<file path="src/rtl/dtpq_pkg.sv">
package dtpq_pkg;

  localparam int unsigned QUEUE_DEPTH_DEF = 20;
  localparam int unsigned SEEN_DEPTH_DEF  = 40;

  localparam int unsigned ID_W     = 64;
  localparam int unsigned TAG_W    = 16;
  localparam int unsigned DBM_W    = 9;
  localparam int unsigned STATUS_W = 3;
  localparam int unsigned LEVEL_W  = 5;

  // Input tdata: msg_id, id_valid, urgent, payload_tag, signal_dbm, zero fill.
  localparam int unsigned IN_DATA_W  = 96;
  // Output tdata: out_id, out_id_valid, out_urgent, out_tag, out_dbm,
  // queue_level, head_urgent, zero fill.
  localparam int unsigned OUT_DATA_W = 104;

  typedef enum logic {
    OP_RECV = 1'b0,
    OP_POP  = 1'b1
  } op_e;

  typedef enum logic [STATUS_W-1:0] {
    ST_QUEUED      = 3'd0,
    ST_DUPLICATE   = 3'd1,
    ST_EVICTED     = 3'd2,
    ST_NEW_DROPPED = 3'd3,
    ST_POPPED      = 3'd4,
    ST_EMPTY       = 3'd5
  } status_e;

  typedef enum logic [1:0] {
    S_IDLE = 2'b01,
    S_UPD  = 2'b10
  } state_e;

  // One queued message, as held by a queue cell.
  typedef struct packed {
    logic [ID_W-1:0]  id;
    logic             idv;
    logic             urg;
    logic [TAG_W-1:0] tag;
    logic [DBM_W-1:0] dbm;
  } entry_t;

  // Per-cell move control of the queue row.
  typedef struct packed {
    logic load_new;
    logic take_prev;
    logic take_next;
  } qcell_ctl_t;

endpackage

</file>
<file path="src/rtl/dtpq_queue_cell.sv">
module dtpq_queue_cell (
  input  logic                 clk_i,
  input  dtpq_pkg::qcell_ctl_t ctl_i,
  input  dtpq_pkg::entry_t     new_i,
  input  dtpq_pkg::entry_t     prev_i,
  input  dtpq_pkg::entry_t     next_i,
  output dtpq_pkg::entry_t     entry_o
);

  dtpq_pkg::entry_t entry_q;
  dtpq_pkg::entry_t entry_d;

  always_comb begin
    entry_d = entry_q;
    if (ctl_i.load_new) begin
      entry_d = new_i;
    end else if (ctl_i.take_prev) begin
      entry_d = prev_i;
    end else if (ctl_i.take_next) begin
      entry_d = next_i;
    end
  end

  always_ff @(posedge clk_i) begin
    entry_q <= entry_d;
  end

  assign entry_o = entry_q;

endmodule
</file>
<file path="config.mk">
export PLATFORM = sky130hd
export DESIGN_NAME = dtpq_queue_cell
export DESIGN_NICKNAME = d
export VERILOG_FILES = /design/src/rtl/dtpq_pkg.sv /design/src/rtl/dtpq_queue_cell.sv
export SDC_FILE = /design/constraint.sdc
export NUM_CORES = 1
export LEC_CHECK = 0
export BUFFER_PORTS_ARGS = -buffer_cell sky130_fd_sc_hd__buf_2
export CAP_MARGIN = 20
export CORE_AREA = 2 2 143 145
export CTS_BUF_LIST = sky130_fd_sc_hd__clkbuf_8
export DETAILED_ROUTE_END_ITERATION = 10
export DIE_AREA = 0 0 145 147
export HOLD_SLACK_MARGIN = 0.12
export PLACE_DENSITY = 0.59
export SLEW_MARGIN = 20
export SYNTH_ARGS = -nofsm -noshare
export SYNTH_HDL_FRONTEND = slang
export SYNTH_SLANG_ARGS = --single-unit
</file>
<file path="constraint.sdc">
create_clock -name clk_i -period 4 [get_ports clk_i]
set_input_delay 0.2 -clock clk_i [delete_from_list [all_inputs] [get_ports clk_i]]
set_output_delay 0.2 -clock clk_i [all_outputs]
set_load 0.03 [all_outputs]
</file>
==> impl_metrics.csv, run 1 <==
group,metric,value,unit
global_routing,grt_pass1_wl,24.0,mm
synthesis,share_of_synthesized_area_occupied_by_flip_flops_and_latches,58.1,%
sta,timing_worst_slew_pin_value,0.861,ns
cts,cts_tree,"done",
critical_path,crit_path_end_kind,"flop",
power_and_ir_drop,static-leakage-power,3.73,nW
critical_path,worstPathMaxFanout,48,
global_routing,grt_pass1_vias,4731,
run,max_cap_violations,0,
cells_and_area,nFillCells,1944,
drt,detail-route-antenna-nets,0,
sta,worst_hold_slack_across_all_endpoints,0.150,ns
placed_design,dp_slack,2.34,ns
floorplanning,die_width,145,um
cells_and_area,finish.cell_count_without_fillers,1101,
cts,h-tree-depth,3,
synthesis,yosysWarningCount,0,
sta,setup_violations,0,
cts,cts_max_path_buffers,2,
drt,routed_via_density,4.17,
sta,fmaxAchievable,793,MHz
critical_path,criticalPathCategory,"in -> reg",
synthesis,synth_area_leader_cell,"sky130_fd_sc_hd__edfxtp_1",
critical_path,critPathTopFamily,"buffers and inverters",
cts,post-cts-setup-buffer-count,0,
cells_and_area,fin_nets,1104,
critical_path,worst_setup_path_startpoint,"ctl_i[1]",
floorplanning,placeableCoreArea,19800,sq um
cells_and_area,drive_above_1_share,46.5,%
power_and_ir_drop,worst_voltage_drop_across_the_vdd_grid,141,uV
min_path,hold_depth,3,
cells_and_area,regArea,2730,sq um
critical_path,timing.critical_path.buf_inv,2,
cells_and_area,antennaDiodeCount,0,
global_routing,grt.total_usage,14.3,%
cells_and_area,most_frequent_cells_in_the_layout,"365 x sky130_fd_sc_hd__buf_2, 91 x sky130_fd_sc_hd__mux2i_1, 91 x sky130_fd_sc_hd__nand2_1, 91 x sky130_fd_sc_hd__edfxtp_1, 82 x sky130_fd_sc_hd__o21ai_1",
drt,detailedRoute.firstIterationViolations,141,
sta,max-slew-margin-rel,42.6,%
drt,postRouteWirelength,15.4,mm
global_routing,global_route.overflow_total,0,
synthesis,postSynthCellCount,395,
cells_and_area,area_growth_syn_to_layout,62.7,%
critical_path,cp-endpoint,"entry_o[48]",
critical_path,path_common_cell,"sky130_fd_sc_hd__buf_4",
critical_path,timing.critical_path.required,4.11,ns
floorplanning,std_cell_rows,52,
drt,wl_per_cell,14.0,um
sta,postLayoutSetupSlackWorst,2.74,ns
sta,final_max_slew_viol_count,0,
cts,cts_inserted_buffers,9,
global_routing,pin_count_of_the_biggest_net_entering_global_routing,94,
cells_and_area,multi_input_area,1720,sq um
critical_path,launching_element_type_of_the_critical_path,"input pin",
cts,hold_buffers,79,
cts,clock_tree.root_cell,"sky130_fd_sc_hd__clkbuf_8",
outcome,status,"complete, no violations",
synthesis,syn-mean-instance-area,11.9,sq um
critical_path,cp.arrival,1.37,ns
min_path,worstHoldPathType,"in -> reg",
cts,post_cts.resized_instances,0,
power_and_ir_drop,power_density,333,nW/um^2
drt,post_detailed_route_drc_marker_count,0,
critical_path,cpPeakStageDelay,0.64,ns
sta,rsz0062_at_grt,"no",
drt,num_vias,4593,
sta,fin_crit_sh,31.5,%
global_routing,grt_antenna_before_repair,0,
cells_and_area,final_common_cell,"sky130_fd_sc_hd__buf_2",
placed_design,gp_congestion,0.769,
floorplanning,chipHeight,147,um
cts,cts_num_sinks,91,
sta,tns,0,ns
placed_design,port-buffer-count,367,
floorplanning,io_pins,368,
synthesis,post_synth_main_area_contributors,"sky130_fd_sc_hd__edfxtp_1 58%, sky130_fd_sc_hd__mux2i_1 19%, sky130_fd_sc_hd__o21ai_1 8.7%, sky130_fd_sc_hd__nand2_1 7.3%, sky130_fd_sc_hd__buf_12 3.4%",
sta,finalWorstPathRequiredPeriod,1.26,ns
critical_path,critical_path.cell_chain,"buf_4 -> buf_4 -> mux2i_1 -> o21ai_1",
floorplanning,die_area,21300,sq um
synthesis,fraction_of_post_synthesis_cell_area_in_the_top_cell_type_by_area,58.1,%
drt,detail_route.first_pass.iterations,4,
sta,fin_hold_viols,0,
cells_and_area,final_util,38.6,%
floorplanning,initial_utilization,23.7,%
synthesis,syn-num-nets,672,
critical_path,critPathSlowestCell,"sky130_fd_sc_hd__buf_4",
synthesis,post_synthesis_cell_area,4710,sq um
synthesis,synth-seq-cells,91,
critical_path,path_depth,4,
placed_design,place.detailed.instances,1007,
cts,clkTransAtPathRegs,0.10,ns
cells_and_area,largest_register_ffs,91,
synthesis,yosys.cell_types.count,11,
placed_design,hpwlAfterDp,11.4,mm
## per-layer routing
| metal | up-vias | track usage [%] | wire, um |
|---|---|---|---|
| met3 | 22 | 4.13 | 1280 |
| met5 | - | 0 | 0 |
| met1 | 2032 | 15.7 | 6010 |
| li1 | 2299 | - | - |
| met4 | 0 | 6.19 | 349 |
| met2 | 240 | 25.8 | 7790 |
## worst min-delay path, delay by kind of cell
family,cells,cell delay [ns]
buf+inv,1,0.08
simple gates,1,0.04
compound gates,1,0.08
## cells in the mapped netlist (all sizes together)
library cell,n
buf,15
clkbuf,15
edfxtp,91
mux2i,91
nand2,91
o21ai,91
or3,1
## stage by stage
stage / total power, mW / area, sq um
3_3_place_gp: 1.90 / 6680
2_1_floorplan: 1.64 / 4710
6_report: 2.55 / 7660
3_5_place_dp: 1.90 / 6680
5_1_grt: 2.69 / 7660
4_1_cts: 2.60 / 7660
## power breakdown
group	switching, mW	total (mW)	internal (mW)
logic	0.437	0.731	0.294
registers	0.0286	1.20	1.17
clock network	0.335	0.616	0.281
total	0.801	2.55	1.75
## layout make-up
cell class / instances / share of cell area [%]
sequential: 91 / 35.7
tap: 270 / 4.41
clock inverter: 6 / 0.784
timing repair buffer: 451 / 35.0
multi-input combinational: 274 / 22.5
clock buffer: 9 / 1.62
## worst min path at each step
stage,start,endpoint,slack (ns)
2_1_floorplan,new_i[0],entry_o[0],0.39
3_3_place_gp,new_i[1],entry_o[1],0.48
3_5_place_dp,new_i[0],entry_o[0],0.49
4_1_cts,new_i[83],entry_o[83],0.12
5_1_grt,new_i[63],entry_o[63],0.13
6_report,new_i[86],entry_o[86],0.15
## cell families after synthesis
| family | Yosys count | synth area share, % |
|---|---|---|
| AO/OA/AOI/OAI | 91 | 9.68 |
| AND/OR/NAND/NOR | 92 | 7.39 |
| multiplexers | 91 | 19.4 |
| flip-flops | 91 | 58.1 |
| buffers and inverters | 30 | 5.53 |
No activity file was read; power rests on OpenSTA's default activity.
==> run 2: changes to the inputs <==
==> constraint.sdc (replaced) <==
create_clock -name clk_i -period 1.3 [get_ports clk_i]
set_input_delay 0.065 -clock clk_i [delete_from_list [all_inputs] [get_ports clk_i]]
set_output_delay 0.065 -clock clk_i [all_outputs]
set_load 0.03 [all_outputs]
==> run 2 against run 1 <==
Compared with the run above:
- the run now ends with setup timing left
- clock-buffer cell count did not move
- worst setup slack worse by 2.8 ns
- power grew to 3.2 times the previous value
- via count rose by 10%
- final cell count is 9.4% higher
- worst hold slack lost 0.10 ns
- routed wire length increased by 6.9%
- sequential share of layout area down 4.4 points
- flip-flop and latch count unchanged
- first-iteration DRC count up 23%
- non-clock buffer count rose by 102
- critical path type unchanged
- largest cell class is now buffers
==> impl_metrics.csv, run 2 (synthesized netlist as in run 1, its figures left out) <==
group,metric,value,unit
outcome,status,"finished, violations left",
outcome,violations_in_the_final_reports,"setup timing",
cells_and_area,regArea,2730,sq um
floorplanning,placeableCoreArea,19800,sq um
power_and_ir_drop,power_report.internal_total,5.55,mW
power_and_ir_drop,switching_power,2.60,mW
cells_and_area,antennaDiodeCount,0,
global_routing,grt_pass1_wl,24.8,mm
power_and_ir_drop,power_density,934,nW/um^2
power_and_ir_drop,share_seq_of_total_power,45.4,%
floorplanning,std_cell_rows,52,
cts,post_cts.resized_instances,0,
power_and_ir_drop,static-leakage-power,4.22,nW
critical_path,criticalPathCategory,"in -> reg",
drt,num_vias,5075,
global_routing,pin_count_of_the_biggest_net_entering_global_routing,96,
cts,cts_num_sinks,91,
cts,cts_tree,"done",
cells_and_area,multi_input_area,1720,sq um
sta,rsz0062_at_grt,"yes",
power_and_ir_drop,worst_voltage_drop_across_the_vdd_grid,441,uV
min_path,worstHoldPathType,"in -> reg",
global_routing,global_route.overflow_total,0,
cells_and_area,fin_nets,1206,
sta,final_max_slew_viol_count,0,
cts,clock_tree.root_cell,"sky130_fd_sc_hd__clkbuf_8",
critical_path,crit_path_end_kind,"flop",
sta,timing_worst_slew_pin_value,0.387,ns
power_and_ir_drop,combPwrFrac,32.6,%
floorplanning,initial_utilization,23.7,%
global_routing,grt_pass1_vias,5068,
drt,wl_per_cell,13.7,um
floorplanning,io_pins,368,
cells_and_area,largest_register_ffs,91,
placed_design,hpwlAfterDp,11.1,mm
sta,setup_violations,15,
drt,postRouteWirelength,16.5,mm
sta,finalWorstPathRequiredPeriod,1.35,ns
critical_path,timing.critical_path.required,1.43,ns
placed_design,placement.cell_area,6750,sq um
cells_and_area,area_growth_syn_to_layout,85.4,%
sta,postLayoutSetupSlackWorst,-0.0515,ns
critical_path,launching_element_type_of_the_critical_path,"input pin",
power_and_ir_drop,power.share.clock,22.1,%
cells_and_area,drive_above_1_share,41.8,%
floorplanning,die_area,21300,sq um
cells_and_area,design_area,8730,sq um
cts,clkTransAtPathRegs,0.10,ns
cells_and_area,most_frequent_cells_in_the_layout,"365 x sky130_fd_sc_hd__buf_2, 180 x sky130_fd_sc_hd__dlygate4sd3_1, 91 x sky130_fd_sc_hd__mux2i_1, 91 x sky130_fd_sc_hd__nand2_1, 91 x sky130_fd_sc_hd__edfxtp_1",
power_and_ir_drop,switching_share,31.9,%
sta,fin_hold_viols,0,
drt,post_detailed_route_drc_marker_count,0,
run,max_cap_violations,0,
floorplanning,chipHeight,147,um
global_routing,grt.total_usage,14.6,%
drt,routed_via_density,4.22,
cts,h-tree-depth,3,
cts,cts_max_path_buffers,2,
cells_and_area,nFillCells,1851,
placed_design,dp_slack,0.145,ns
placed_design,gp_congestion,0.805,
sta,fmaxAchievable,740,MHz
drt,detail_route.first_pass.iterations,4,
drt,detail-route-antenna-nets,0,
floorplanning,die_width,145,um
cells_and_area,final_common_cell,"sky130_fd_sc_hd__buf_2",
cts,cts_inserted_buffers,9,
global_routing,grt_antenna_before_repair,0,
sta,max-slew-margin-rel,74.2,%
placed_design,port-buffer-count,367,
critical_path,cp.arrival,1.48,ns
drt,detailedRoute.firstIterationViolations,173,
sta,fin_crit_sh,104,%
critical_path,worstPathMaxFanout,46,
[run 2: changes by cell type in the layout (fill, tap and decap cells not counted)]
cell	previous run	this run
sky130_fd_sc_hd__clkinvlp_4	3	0
sky130_fd_sc_hd__buf_12	1	6
sky130_fd_sc_hd__buf_4	6	2
sky130_fd_sc_hd__clkinv_4	0	1
sky130_fd_sc_hd__dlygate4sd3_1	79	180
sky130_fd_sc_hd__inv_1	2	0
sky130_fd_sc_hd__bufinv_16	1	0
sky130_fd_sc_hd__clkinv_2	0	3
sky130_fd_sc_hd__inv_6	0	3
[run 2: stage by stage]
step           util (%)  power, mW  cells  hold WS, ns  TNS, ns
2_1_floorplan         -       5.03    395        0.256    -1.52
3_3_place_gp       34.0       5.86   1008        0.348        0
3_5_place_dp       34.0       5.88   1008        0.352        0
4_1_cts            44.0       8.26   1205        0.130        0
5_1_grt            44.0       8.59   1204        0.121   -0.878
6_report           44.0       8.15   1204       0.0476   -0.248
[run 2: metal layers]
metal / global-route usage [%] / vias to the layer above / wire, um
met1: 15.8 / 2297 / 6610
met2: 27.1 / 237 / 8470
li1: - / 2506 / -
met5: 0 / - / 0
met3: 3.98 / 35 / 1000
met4: 5.84 / 0 / 405
[run 2: final timing paths]
kind / end / depth (start not counted) / start
setup / recovery: entry_o[3] / 5 / ctl_i[1]
hold / removal: entry_o[53] / 3 / prev_i[53]
[run 2: cell type report]
cell class | instances | area share (%)
flip-flops and latches | 91 | 31.3
repair buffers | 553 | 43.1
clock buffers | 9 | 1.42
well taps | 270 | 3.87
multi-input cells | 274 | 19.7
clock inverters | 7 | 0.573
[run 2: repair_timing]
action / in CTS / in global routing
hold buffers: 181 / 6
endpoints found under the setup margin: 0 / 38
hold endpoints to repair: 91 / 4
setup buffers: 0 / 0
[run 2: critical path, cell delays in order]
cell and delay (ns):
sky130_fd_sc_hd__buf_4 0.13, sky130_fd_sc_hd__buf_12 0.28, sky130_fd_sc_hd__mux2i_1 0.26, sky130_fd_sc_hd__o21ai_0 0.11, sky130_fd_sc_hd__dlygate4sd3_1 0.58
[run 2: power groups by stage]
stage / combinational (mW) / clock [mW] / sequential [mW]
final: 2.66 / 1.80 / 3.70
after global routing: 2.83 / 2.03 / 3.73
after CTS: 2.65 / 1.90 / 3.70
after detailed placement: 2.11 / 0 / 3.77
after global placement: 2.10 / 0 / 3.76
after floorplan: 0.558 / 0 / 4.48
