### src/rtl/dtpq_pkg.sv
package dtpq_pkg;

  localparam int unsigned QUEUE_DEPTH_DEF = 20;
  localparam int unsigned SEEN_DEPTH_DEF  = 40;

  localparam int unsigned ID_W     = 64;
  localparam int unsigned TAG_W    = 16;
  localparam int unsigned DBM_W    = 9;
  localparam int unsigned STATUS_W = 3;
  localparam int unsigned LEVEL_W  = 5;

  // Input tdata: msg_id, id_valid, urgent, payload_tag, signal_dbm, zero fill.
  localparam int unsigned IN_DATA_W  = 96;
  // Output tdata: out_id, out_id_valid, out_urgent, out_tag, out_dbm,
  // queue_level, head_urgent, zero fill.
  localparam int unsigned OUT_DATA_W = 104;

  typedef enum logic {
    OP_RECV = 1'b0,
    OP_POP  = 1'b1
  } op_e;

  typedef enum logic [STATUS_W-1:0] {
    ST_QUEUED      = 3'd0,
    ST_DUPLICATE   = 3'd1,
    ST_EVICTED     = 3'd2,
    ST_NEW_DROPPED = 3'd3,
    ST_POPPED      = 3'd4,
    ST_EMPTY       = 3'd5
  } status_e;

  typedef enum logic [1:0] {
    S_IDLE = 2'b01,
    S_UPD  = 2'b10
  } state_e;

  // One queued message, as held by a queue cell.
  typedef struct packed {
    logic [ID_W-1:0]  id;
    logic             idv;
    logic             urg;
    logic [TAG_W-1:0] tag;
    logic [DBM_W-1:0] dbm;
  } entry_t;

  // Per-cell move control of the queue row.
  typedef struct packed {
    logic load_new;
    logic take_prev;
    logic take_next;
  } qcell_ctl_t;

endpackage

### src/rtl/dtpq_seen_cell.sv
module dtpq_seen_cell (
  input  logic                       clk_i,
  input  logic                       rst_ni,
  input  logic [dtpq_pkg::ID_W-1:0]  cmp_id_i,
  input  logic                       active_i,
  input  logic                       shift_i,
  input  logic [dtpq_pkg::ID_W-1:0]  prev_id_i,
  output logic [dtpq_pkg::ID_W-1:0]  id_o,
  output logic                       match_o
);

  logic [dtpq_pkg::ID_W-1:0] id_q;
  logic                      match_q;
  logic                      match_d;

  assign match_d = active_i && (id_q == cmp_id_i);

  // Stored ID carries no reset; it is only read while the cell is active.
  always_ff @(posedge clk_i) begin
    if (shift_i) begin
      id_q <= prev_id_i;
    end
  end

  always_ff @(posedge clk_i or negedge rst_ni) begin
    if (!rst_ni) begin
      match_q <= 1'b0;
    end else begin
      match_q <= match_d;
    end
  end

  assign id_o    = id_q;
  assign match_o = match_q;

endmodule

### config.mk
export PLATFORM = sky130hd
export DESIGN_NAME = dtpq_seen_cell
export DESIGN_NICKNAME = d
export VERILOG_FILES = /design/src/rtl/dtpq_pkg.sv /design/src/rtl/dtpq_seen_cell.sv
export SDC_FILE = /design/constraint.sdc
export NUM_CORES = 1
export LEC_CHECK = 0
export ABC_AREA = 0
export BUFFER_PORTS_ARGS = -buffer_cell sky130_fd_sc_hd__buf_4
export CORE_ASPECT_RATIO = 2
export CORE_MARGIN = 2
export CORE_UTILIZATION = 40
export DETAILED_ROUTE_END_ITERATION = 8
export MAX_ROUTING_LAYER = met4
export PLACE_DENSITY = 0.79
export SLEW_MARGIN = 0
export SYNTH_ARGS = -nofsm -noshare
export SYNTH_HDL_FRONTEND = slang
export SYNTH_SLANG_ARGS = --single-unit
### constraint.sdc
create_clock -name clk_i -period 1.75 [get_ports clk_i]
set_input_delay 0.0875 -clock clk_i [delete_from_list [all_inputs] [get_ports clk_i]]
set_output_delay 0.0875 -clock clk_i [all_outputs]
set_load 0.005 [all_outputs]
==> results of run 1 <==
[flip-flops by register name, summed over array words and instances (netlist names)]
name	flops
id_o	64
match_o	1
[critical path: stages, from the launching register on]
cell	delay [ns]
edfxtp_1	0.41
xor2_1	0.16
nor4_1	0.43
nand4_1	0.25
nor4_2	0.28
[logic make-up after synthesis]
family,Yosys count,synth area share (%)
xor gates and xnor gates,50,16.3
AOI/OAI and AO/OA,14,4.02
and+or+nand+nor,21,5.00
buffers and inverters,14,1.96
DFF,65,72.7
[final cells by class]
cell class	instances	area (sq um)	share of cell area, %
clock buffer	10	229	4.36
timing repair buffer	262	2140	40.8
multi-input combinational	85	686	13.1
sequential	65	1950	37.1
inverter	14	52.6	1.00
clock inverter	6	82.6	1.57
tap	88	110	2.10
[timing repair]
| item | 4_1_cts | 5_1_grt |
|---|---|---|
| hold buffers | 65 | 0 |
| endpoints found under the setup margin | 0 | 1 |
| resized for setup | 0 | 1 |
| setup buffers | 0 | 0 |
| endpoints found under the hold margin | 65 | 0 |
[per-stage QoR]
stage / cell area (sq um) / worst slack (ns) / hold WS [ns] / instances / power (mW)
after floorplan: 2680 / 0.471 / -0.208 / 164 / 2.12
after global placement: 4280 / 0.111 / -0.136 / 449 / 2.60
after detailed placement: 4280 / 0.0596 / -0.136 / 449 / 2.62
after CTS: 5240 / 0.0549 / 0.0791 / 530 / 4.57
after global routing: 5250 / 0.0157 / 0.0878 / 530 / 4.73
final: 5250 / 0.133 / 0.0806 / 530 / 4.56
[synth_stat cells (all sizes together)]
| cell | n | area (sq um) |
|---|---|---|
| a222oi | 1 | 10.0 |
| xor2 | 22 | 193 |
| xnor2 | 28 | 245 |
| dfrtp | 1 | 25.0 |
| nand4 | 9 | 56.3 |
| o22ai | 5 | 31.3 |
| o21ai | 1 | 5.00 |
| a2bb2oi | 1 | 8.76 |
| nor3 | 1 | 5.00 |
| inv | 14 | 52.6 |
| a221oi | 3 | 26.3 |
| nor4 | 9 | 62.6 |
| o2bb2ai | 2 | 17.5 |
| a22o | 1 | 8.76 |
| edfxtp | 64 | 1920 |
| nand3 | 2 | 10.0 |
[how the worst max path moves through the flow]
| stage | end | slack [ns] | startpoint |
|---|---|---|---|
| after global placement | match_o$_DFF_PN0_ | 0.11 | id_o[19]$_DFFE_PP_ |
| after floorplan | match_o$_DFF_PN0_ | 0.47 | id_o[11]$_DFFE_PP_ |
| after detailed placement | match_o$_DFF_PN0_ | 0.06 | id_o[0]$_DFFE_PP_ |
| after global routing | match_o$_DFF_PN0_ | 0.02 | id_o[63]$_DFFE_PP_ |
| after CTS | match_o$_DFF_PN0_ | 0.05 | id_o[0]$_DFFE_PP_ |
| final | match_o$_DFF_PN0_ | 0.13 | id_o[63]$_DFFE_PP_ |
[layer usage]
metal / routed length [microns] / vias up / share of wire [%] / global-route usage (%)
met5: 0 / - / 0 / -
met1: 2670 / 1140 / 30 / 22.2
met3: 532 / 32 / 5.9 / 6.14
li1: - / 1165 / - / -
met4: 337 / 0 / 3.8 / 13.0
met2: 5400 / 136 / 60 / 46.8
[power by group]
part | internal (mW) | switching [mW]
Clock | 1.24 | 0.604
Sequential | 1.86 | 0.0866
Combinational | 0.517 | 0.258
==> impl_metrics.ini, run 1 <==
[status]
status = completed

[finish]
final_cell_mix = buf_4 (196), dlygate4sd3_1 (65), edfxtp_1 (64), xnor2_1 (28), xor2_1 (22)
areaGrowthSynthToFinish_pct = 95.9
final_common_cell = buf_4
utilization_pct = 79.9
antennaDiodeCount = 0
final_nets = 569
drive_above_1_share_pct = 48.4
fillers = 395

[pwr]
p_per_area_mw_per_mm2 = 868
p_leak_nw = 2.28
vdd_drop_max_v = 0.000823

[detailed_routing]
drt-total-wl_microns = 8940
postRouteAntennaNets = 0
first_iter_violations = 47
drc_errors = 0
detail_route.wl_per_cell_microns = 16.9
vias = 2473
via_per_inst = 4.67
dr.pass1.iters = 4

[floorplan]
die-area_sq_mm = 0.00741
coreArea_sq_mm = 0.00657
dieWidth_microns = 61.9
io_pins = 197
die_y_microns = 120
rows = 42
start_util_pct = 40.8

[clock_network]
cts_tree = done
htreeDepth = 3
cts.sinks = 65
insertion_delay_ns = 0.33
cts_made_buffers = 9
clkTransAtPathRegs_ns = 0.05
cts_buffer_depth = 2
root_buffer = clkbuf_16

[grt]
overflow = 0
grt_pass1_vias = 2772
antenna_found_initial = 0
grt_pass1_wl_microns = 12800
grt.total_usage_pct = 25.6
grt_max_degree = 36

[setup_path]
rrSetupSlack_ns = 0.13
worstSetupEndpointType = register
required_ns = 1.98
critical_path_class = reg2reg
regToRegStartpoint = id_o[63]$_DFFE_PP_
rr_endpoint = match_o$_DFF_PN0_
crit_path_start_kind = register
r2r_cells = 4
path_max_fanout = 2
arrival_ns = 1.85

[sta]
hold_viol = 0
relSlewSlack_pct = 71.4
clock.fmax_mhz = 618
min_period_ns = 1.62
setup_viol = 0
worst_pin_slew_ns = 0.425
min_period_over_period_pct = 92.4
drv_slew = 0
setup_tns_ns = 0
fin_skew_ns = 0.00402
rsz0062_at_grt = no

[synthesis]
syn_avg_cell_area_sq_um = 16.3
syn_inst = 164
ys_ff_latch = 65
postSynthNetCount = 296
yosysUniqueCellTypes = 17
ys_seq_area_share_pct = 72.7
syn-cell-area_sq_mm = 0.00268
synth_warnings = 0

[placed_design]
gp_congestion = 0.902
hpwlAfterDp_microns = 6420
port_buffers = 196

[run]
drv_cap = 0

[worst_hold_path]
hp-class = in2async
(Power assumes the default switching activity.)
==> run 2: changes to the inputs <==
--- a/config.mk
+++ b/config.mk
@@ -9,10 +9,10 @@
 export BUFFER_PORTS_ARGS = -buffer_cell sky130_fd_sc_hd__buf_4
 export CORE_ASPECT_RATIO = 2
 export CORE_MARGIN = 2
-export CORE_UTILIZATION = 40
+export CORE_UTILIZATION = 36
 export DETAILED_ROUTE_END_ITERATION = 8
 export MAX_ROUTING_LAYER = met4
-export PLACE_DENSITY = 0.79
+export PLACE_DENSITY = 0.76
 export SLEW_MARGIN = 0
 export SYNTH_ARGS = -nofsm -noshare
 export SYNTH_HDL_FRONTEND = slang
==> constraint.sdc (replaced) <==
create_clock -name clk_i -period 1.4 [get_ports clk_i]
set_input_delay 0.07 -clock clk_i [delete_from_list [all_inputs] [get_ports clk_i]]
set_output_delay 0.07 -clock clk_i [all_outputs]
set_load 0.005 [all_outputs]
==> impl_metrics.ini, run 2 (synthesis results as in run 1) <==
[finish]
final_nets = 585
drive_above_1_share_pct = 49.6
antennaDiodeCount = 0
final_common_cell = buf_4
fillers = 496
areaGrowthSynthToFinish_pct = 99.8
fin_area_sq_mm = 0.00535
largest_reg_flops = 64
seq_area_sq_mm = 0.00195
final_cell_mix = buf_4 (212), dlygate4sd3_1 (65), edfxtp_1 (64), xnor2_1 (28), xor2_1 (22)
fin_cells = 550
multi_input_area_sq_um = 694

[grt]
grt_pass1_vias = 2864
grt_use_met3_pct = 4.29
grt_pass1_wl_microns = 14100
grt-busiest-layer = met2
use_met1_pct = 22.9
overflow = 0
grt_util_met2_pct = 45.1
grt_max_degree = 65
antenna_found_initial = 0
grt.total_usage_pct = 24.4

[detailed_routing]
postRouteAntennaNets = 0
via_per_inst = 4.61
vias = 2533
detail_route.wl_per_cell_microns = 16.9
drc_errors = 0
first_iter_violations = 126
dr.pass1.iters = 4
drt-total-wl_microns = 9290

[clock_network]
clkTransAtPathRegs_ns = 0.05
cts_tree = done
htreeDepth = 3
root_buffer = clkbuf_16
cts.sinks = 65
insertion_delay_ns = 0.32
cts_made_buffers = 9
cts_buffer_depth = 2

[placed_design]
hpwlAfterDp_microns = 6550
place_area_sq_mm = 0.00439
gp_congestion = 0.836
port_buffers = 196
placed_cells = 467

[worst_hold_path]
hp-class = in2async

[setup_path]
arrival_ns = 1.82
path_max_fanout = 2
crit_path_start_kind = register
required_ns = 1.62
worstSetupEndpointType = register
critical_path_class = reg2reg

[sta]
worst_pin_slew_ns = 0.351
hold_viol = 0
fin_skew_ns = 0.00339
min_period_over_period_pct = 114
rsz0062_at_grt = yes
fin_ws_ns = -0.203
drv_slew = 0
setup_tns_ns = -0.203
min_period_ns = 1.60
setup_viol = 1
relSlewSlack_pct = 76.6
clock.fmax_mhz = 624

[pwr]
vdd_drop_max_v = 0.000910
p_leak_nw = 2.35
p_per_area_mw_per_mm2 = 1040

[status]
status = finished with violations
violations = setup timing

[floorplan]
dieWidth_microns = 65.0
die-area_sq_mm = 0.00819
io_pins = 197
die_y_microns = 126
rows = 44
coreArea_sq_mm = 0.00721
start_util_pct = 37.1

[run]
drv_cap = 0
## run 2: worst paths after layout
kind	startpoint	end	slack (ns)	depth (start not counted)
setup / recovery	id_o[0]$_DFFE_PP_	match_o$_DFF_PN0_	-0.20	5
hold / removal	rst_ni	match_o$_DFF_PN0_	0.07	2
setup reg to reg	id_o[0]$_DFFE_PP_	match_o$_DFF_PN0_	-0.20	5
hold reg to reg	id_o[52]$_DFFE_PP_	match_o$_DFF_PN0_	0.63	3
max in group asynchronous	rst_ni	match_o$_DFF_PN0_	1.25	2
min in group clk_i	cmp_id_i[61]	match_o$_DFF_PN0_	0.09	4
## run 2: repair_timing
item,CTS,global route
endpoints found under the hold margin,65,0
setup buffers,1,1
pin swaps,4,4
setup endpoints to repair,1,1
gates resized for setup,2,0
hold buffers,65,0
## run 2: worst max-delay path, stage by stage (launching register included)
cell,delay (ns)
edfxtp_1,0.40
xnor2_1,0.17
nand4_1,0.17
nor4_4,0.38
nand4_1,0.15
nor4_2,0.23
## run 2: per-layer routing
layer / up-vias / routed length, microns
met5: - / 0
met4: 0 / 361
met1: 1189 / 2930
met3: 22 / 473
met2: 124 / 5530
li1: 1198 / -
## run 2: through the flow
stage | utilization, % | power, mW | setup slack [ns] | hold WS [ns]
2_1_floorplan | - | 2.65 | 0.121 | -0.226
3_3_place_gp | 60.9 | 3.28 | -0.250 | -0.154
3_5_place_dp | 60.9 | 3.31 | -0.305 | -0.150
4_1_cts | 74.1 | 5.57 | -0.232 | 0.0710
5_1_grt | 74.2 | 5.78 | -0.364 | 0.0629
6_report | 74.2 | 5.55 | -0.203 | 0.0729
## run 2: report_power, final
group	leakage [nW]	switching (mW)	total, mW	internal, mW
registers	0.640	0.108	2.43	2.32
logic	1.58	0.337	1.02	0.684
clock network	0.138	0.737	2.10	1.37
total	2.35	1.18	5.55	4.37
## run 2: layout make-up
| class | instances | share of cell area (%) |
|---|---|---|
| clock buffer | 12 | 4.42 |
| clock inverter | 4 | 0.818 |
| inverter | 14 | 0.982 |
| multi-input combinational | 85 | 13.0 |
| sequential | 65 | 36.4 |
| tap | 92 | 2.15 |
| timing repair buffer | 278 | 42.3 |
==> run 3: changes to the inputs <==
--- a/config.mk
+++ b/config.mk
@@ -7,12 +7,12 @@
 export LEC_CHECK = 0
 export ABC_AREA = 0
 export BUFFER_PORTS_ARGS = -buffer_cell sky130_fd_sc_hd__buf_4
-export CORE_ASPECT_RATIO = 2
+export CORE_ASPECT_RATIO = 0.6
 export CORE_MARGIN = 2
-export CORE_UTILIZATION = 36
+export CORE_UTILIZATION = 40
 export DETAILED_ROUTE_END_ITERATION = 8
 export MAX_ROUTING_LAYER = met4
-export PLACE_DENSITY = 0.76
+export PLACE_DENSITY = 0.79
 export SLEW_MARGIN = 0
 export SYNTH_ARGS = -nofsm -noshare
 export SYNTH_HDL_FRONTEND = slang
==> constraint.sdc (replaced) <==
create_clock -name clk_i -period 1.7 [get_ports clk_i]
set_input_delay 0.085 -clock clk_i [delete_from_list [all_inputs] [get_ports clk_i]]
set_output_delay 0.085 -clock clk_i [all_outputs]
set_load 0.005 [all_outputs]
==> impl_metrics.ini, run 3 (synthesis results as in run 1) <==
[grt]
use_met1_pct = 25.5
grt_pass1_vias = 2621
grt_use_met3_pct = 9.65
grt.total_usage_pct = 24.7
grt_pass1_wl_microns = 12700
grt-busiest-layer = met2
antenna_found_initial = 0
grt_util_met2_pct = 43.8
grt_max_degree = 47
overflow = 0

[setup_path]
required_ns = 1.94
worstSetupEndpointType = register
slowest_delay_ns = 0.42
r2r_cells = 5
crit_top_cell = nand4_1
critical_path_class = reg2reg
crit_chain = xnor2_1 > nand4_1 > nor3_1 > nand4_1 > nor4_2
path_max_fanout = 2
crit_family = simple AND/OR/NAND/NOR gates
cp_num_cells = 5
arrival_ns = 1.77
path_buf_inv = 0
crit_path_start_kind = register
worst_path_max_delay_cell = edfxtp_1

[floorplan]
die-area_sq_mm = 0.00739
dieWidth_microns = 110
start_util_pct = 40.6
die_y_microns = 67.4
io_pins = 197
rows = 23
coreArea_sq_mm = 0.00659

[detailed_routing]
postRouteAntennaNets = 0
vias = 2481
dr.pass1.iters = 4
drc_errors = 0
first_iter_violations = 97
drt-total-wl_microns = 8960
detail_route.wl_per_cell_microns = 16.9
via_per_inst = 4.69

[pwr]
p_leak_nw = 2.23
p_per_area_mw_per_mm2 = 811
vdd_drop_max_v = 0.000556

[clock_network]
htreeDepth = 3
insertion_delay_ns = 0.33
root_buffer = clkbuf_8
cts_tree = done
cts_buffer_depth = 2
clkTransAtPathRegs_ns = 0.08
cts_made_buffers = 9
cts.sinks = 65

[finish]
drive_above_1_share_pct = 48.2
final_cell_mix = buf_4 (196), dlygate4sd3_1 (65), edfxtp_1 (64), xnor2_1 (28), xor2_1 (22)
largest_reg_flops = 64
antennaDiodeCount = 0
seq_area_sq_mm = 0.00195
fillers = 415
final_nets = 569
areaGrowthSynthToFinish_pct = 92.1
final_common_cell = buf_4
multi_input_area_sq_um = 686

[sta]
drv_slew = 0
worst_pin_slew_ns = 0.417
whs_ns = 0.0713
min_period_ns = 1.53
fin_skew_ns = 0.00766
setup_viol = 0
hold_viol = 0
min_period_over_period_pct = 90.3
relSlewSlack_pct = 72.0
setup_tns_ns = 0
rsz0062_at_grt = no
clock.fmax_mhz = 652

[placed_design]
hpwlAfterDp_microns = 6000
port_buffers = 196
gp_congestion = 0.861

[run]
drv_cap = 0

[status]
status = completed

[worst_hold_path]
hp-class = in2async
run 3: changes by cell type in the layout (fill, tap and decap cells not counted), sizes merged:
cell	previous run	this run
clkinvlp	0	1
clkinv	3	0
clkbuf	12	14
buf	213	197
run 3: worst paths after layout:
path | from | endpoint | slack [ns]
max | id_o[22]$_DFFE_PP_ | match_o$_DFF_PN0_ | 0.17
min | rst_ni | match_o$_DFF_PN0_ | 0.07
max reg2reg | id_o[22]$_DFFE_PP_ | match_o$_DFF_PN0_ | 0.17
min reg2reg | id_o[52]$_DFFE_PP_ | match_o$_DFF_PN0_ | 0.65
max in group asynchronous | rst_ni | match_o$_DFF_PN0_ | 1.55
min in group clk_i | cmp_id_i[2] | match_o$_DFF_PN0_ | 0.12
run 3: repair_timing:
| item | in CTS | in global routing |
|---|---|---|
| hold endpoints to repair | 65 | 0 |
| hold buffers | 65 | 0 |
| gates resized for setup | 0 | 1 |
| endpoints found under the setup margin | 0 | 1 |
| setup buffers | 0 | 0 |
run 3: stage by stage:
stage	cell area (sq um)	setup WS (ns)	total power [mW]	utilization, %	cells
floorplan	2680	0.421	2.19	-	164
global route	5150	0.0655	4.34	78.1	529
finish	5150	0.166	4.17	78.1	529
global placement	4280	0.174	2.67	64.9	448
CTS	5140	0.108	4.18	78.0	529
detailed placement	4280	0.138	2.69	64.9	448
run 3: layout make-up:
| class | instances | share of cell area, % |
|---|---|---|
| repair buffers | 262 | 41.6 |
| flip-flops and latches | 65 | 37.8 |
| multi-input cells | 85 | 13.3 |
| clock buffers | 14 | 3.36 |
| well taps | 87 | 2.12 |
| inverters | 14 | 1.02 |
| clock inverters | 2 | 0.729 |
run 3: metal layers:
metal | wire length (microns) | part of all wire, % | up-vias
li1 | - | - | 1163
met1 | 3270 | 36 | 1167
met2 | 4770 | 53 | 133
met3 | 769 | 8.6 | 18
met4 | 153 | 1.7 | 0
met5 | 0 | 0 | -
run 3: where the power goes:
part / total, mW / internal, mW / switching [mW] / leakage (nW)
registers: 2.00 / 1.91 / 0.0922 / 0.640
clock network: 1.37 / 0.800 / 0.575 / 0.103
logic: 0.799 / 0.532 / 0.267 / 1.49
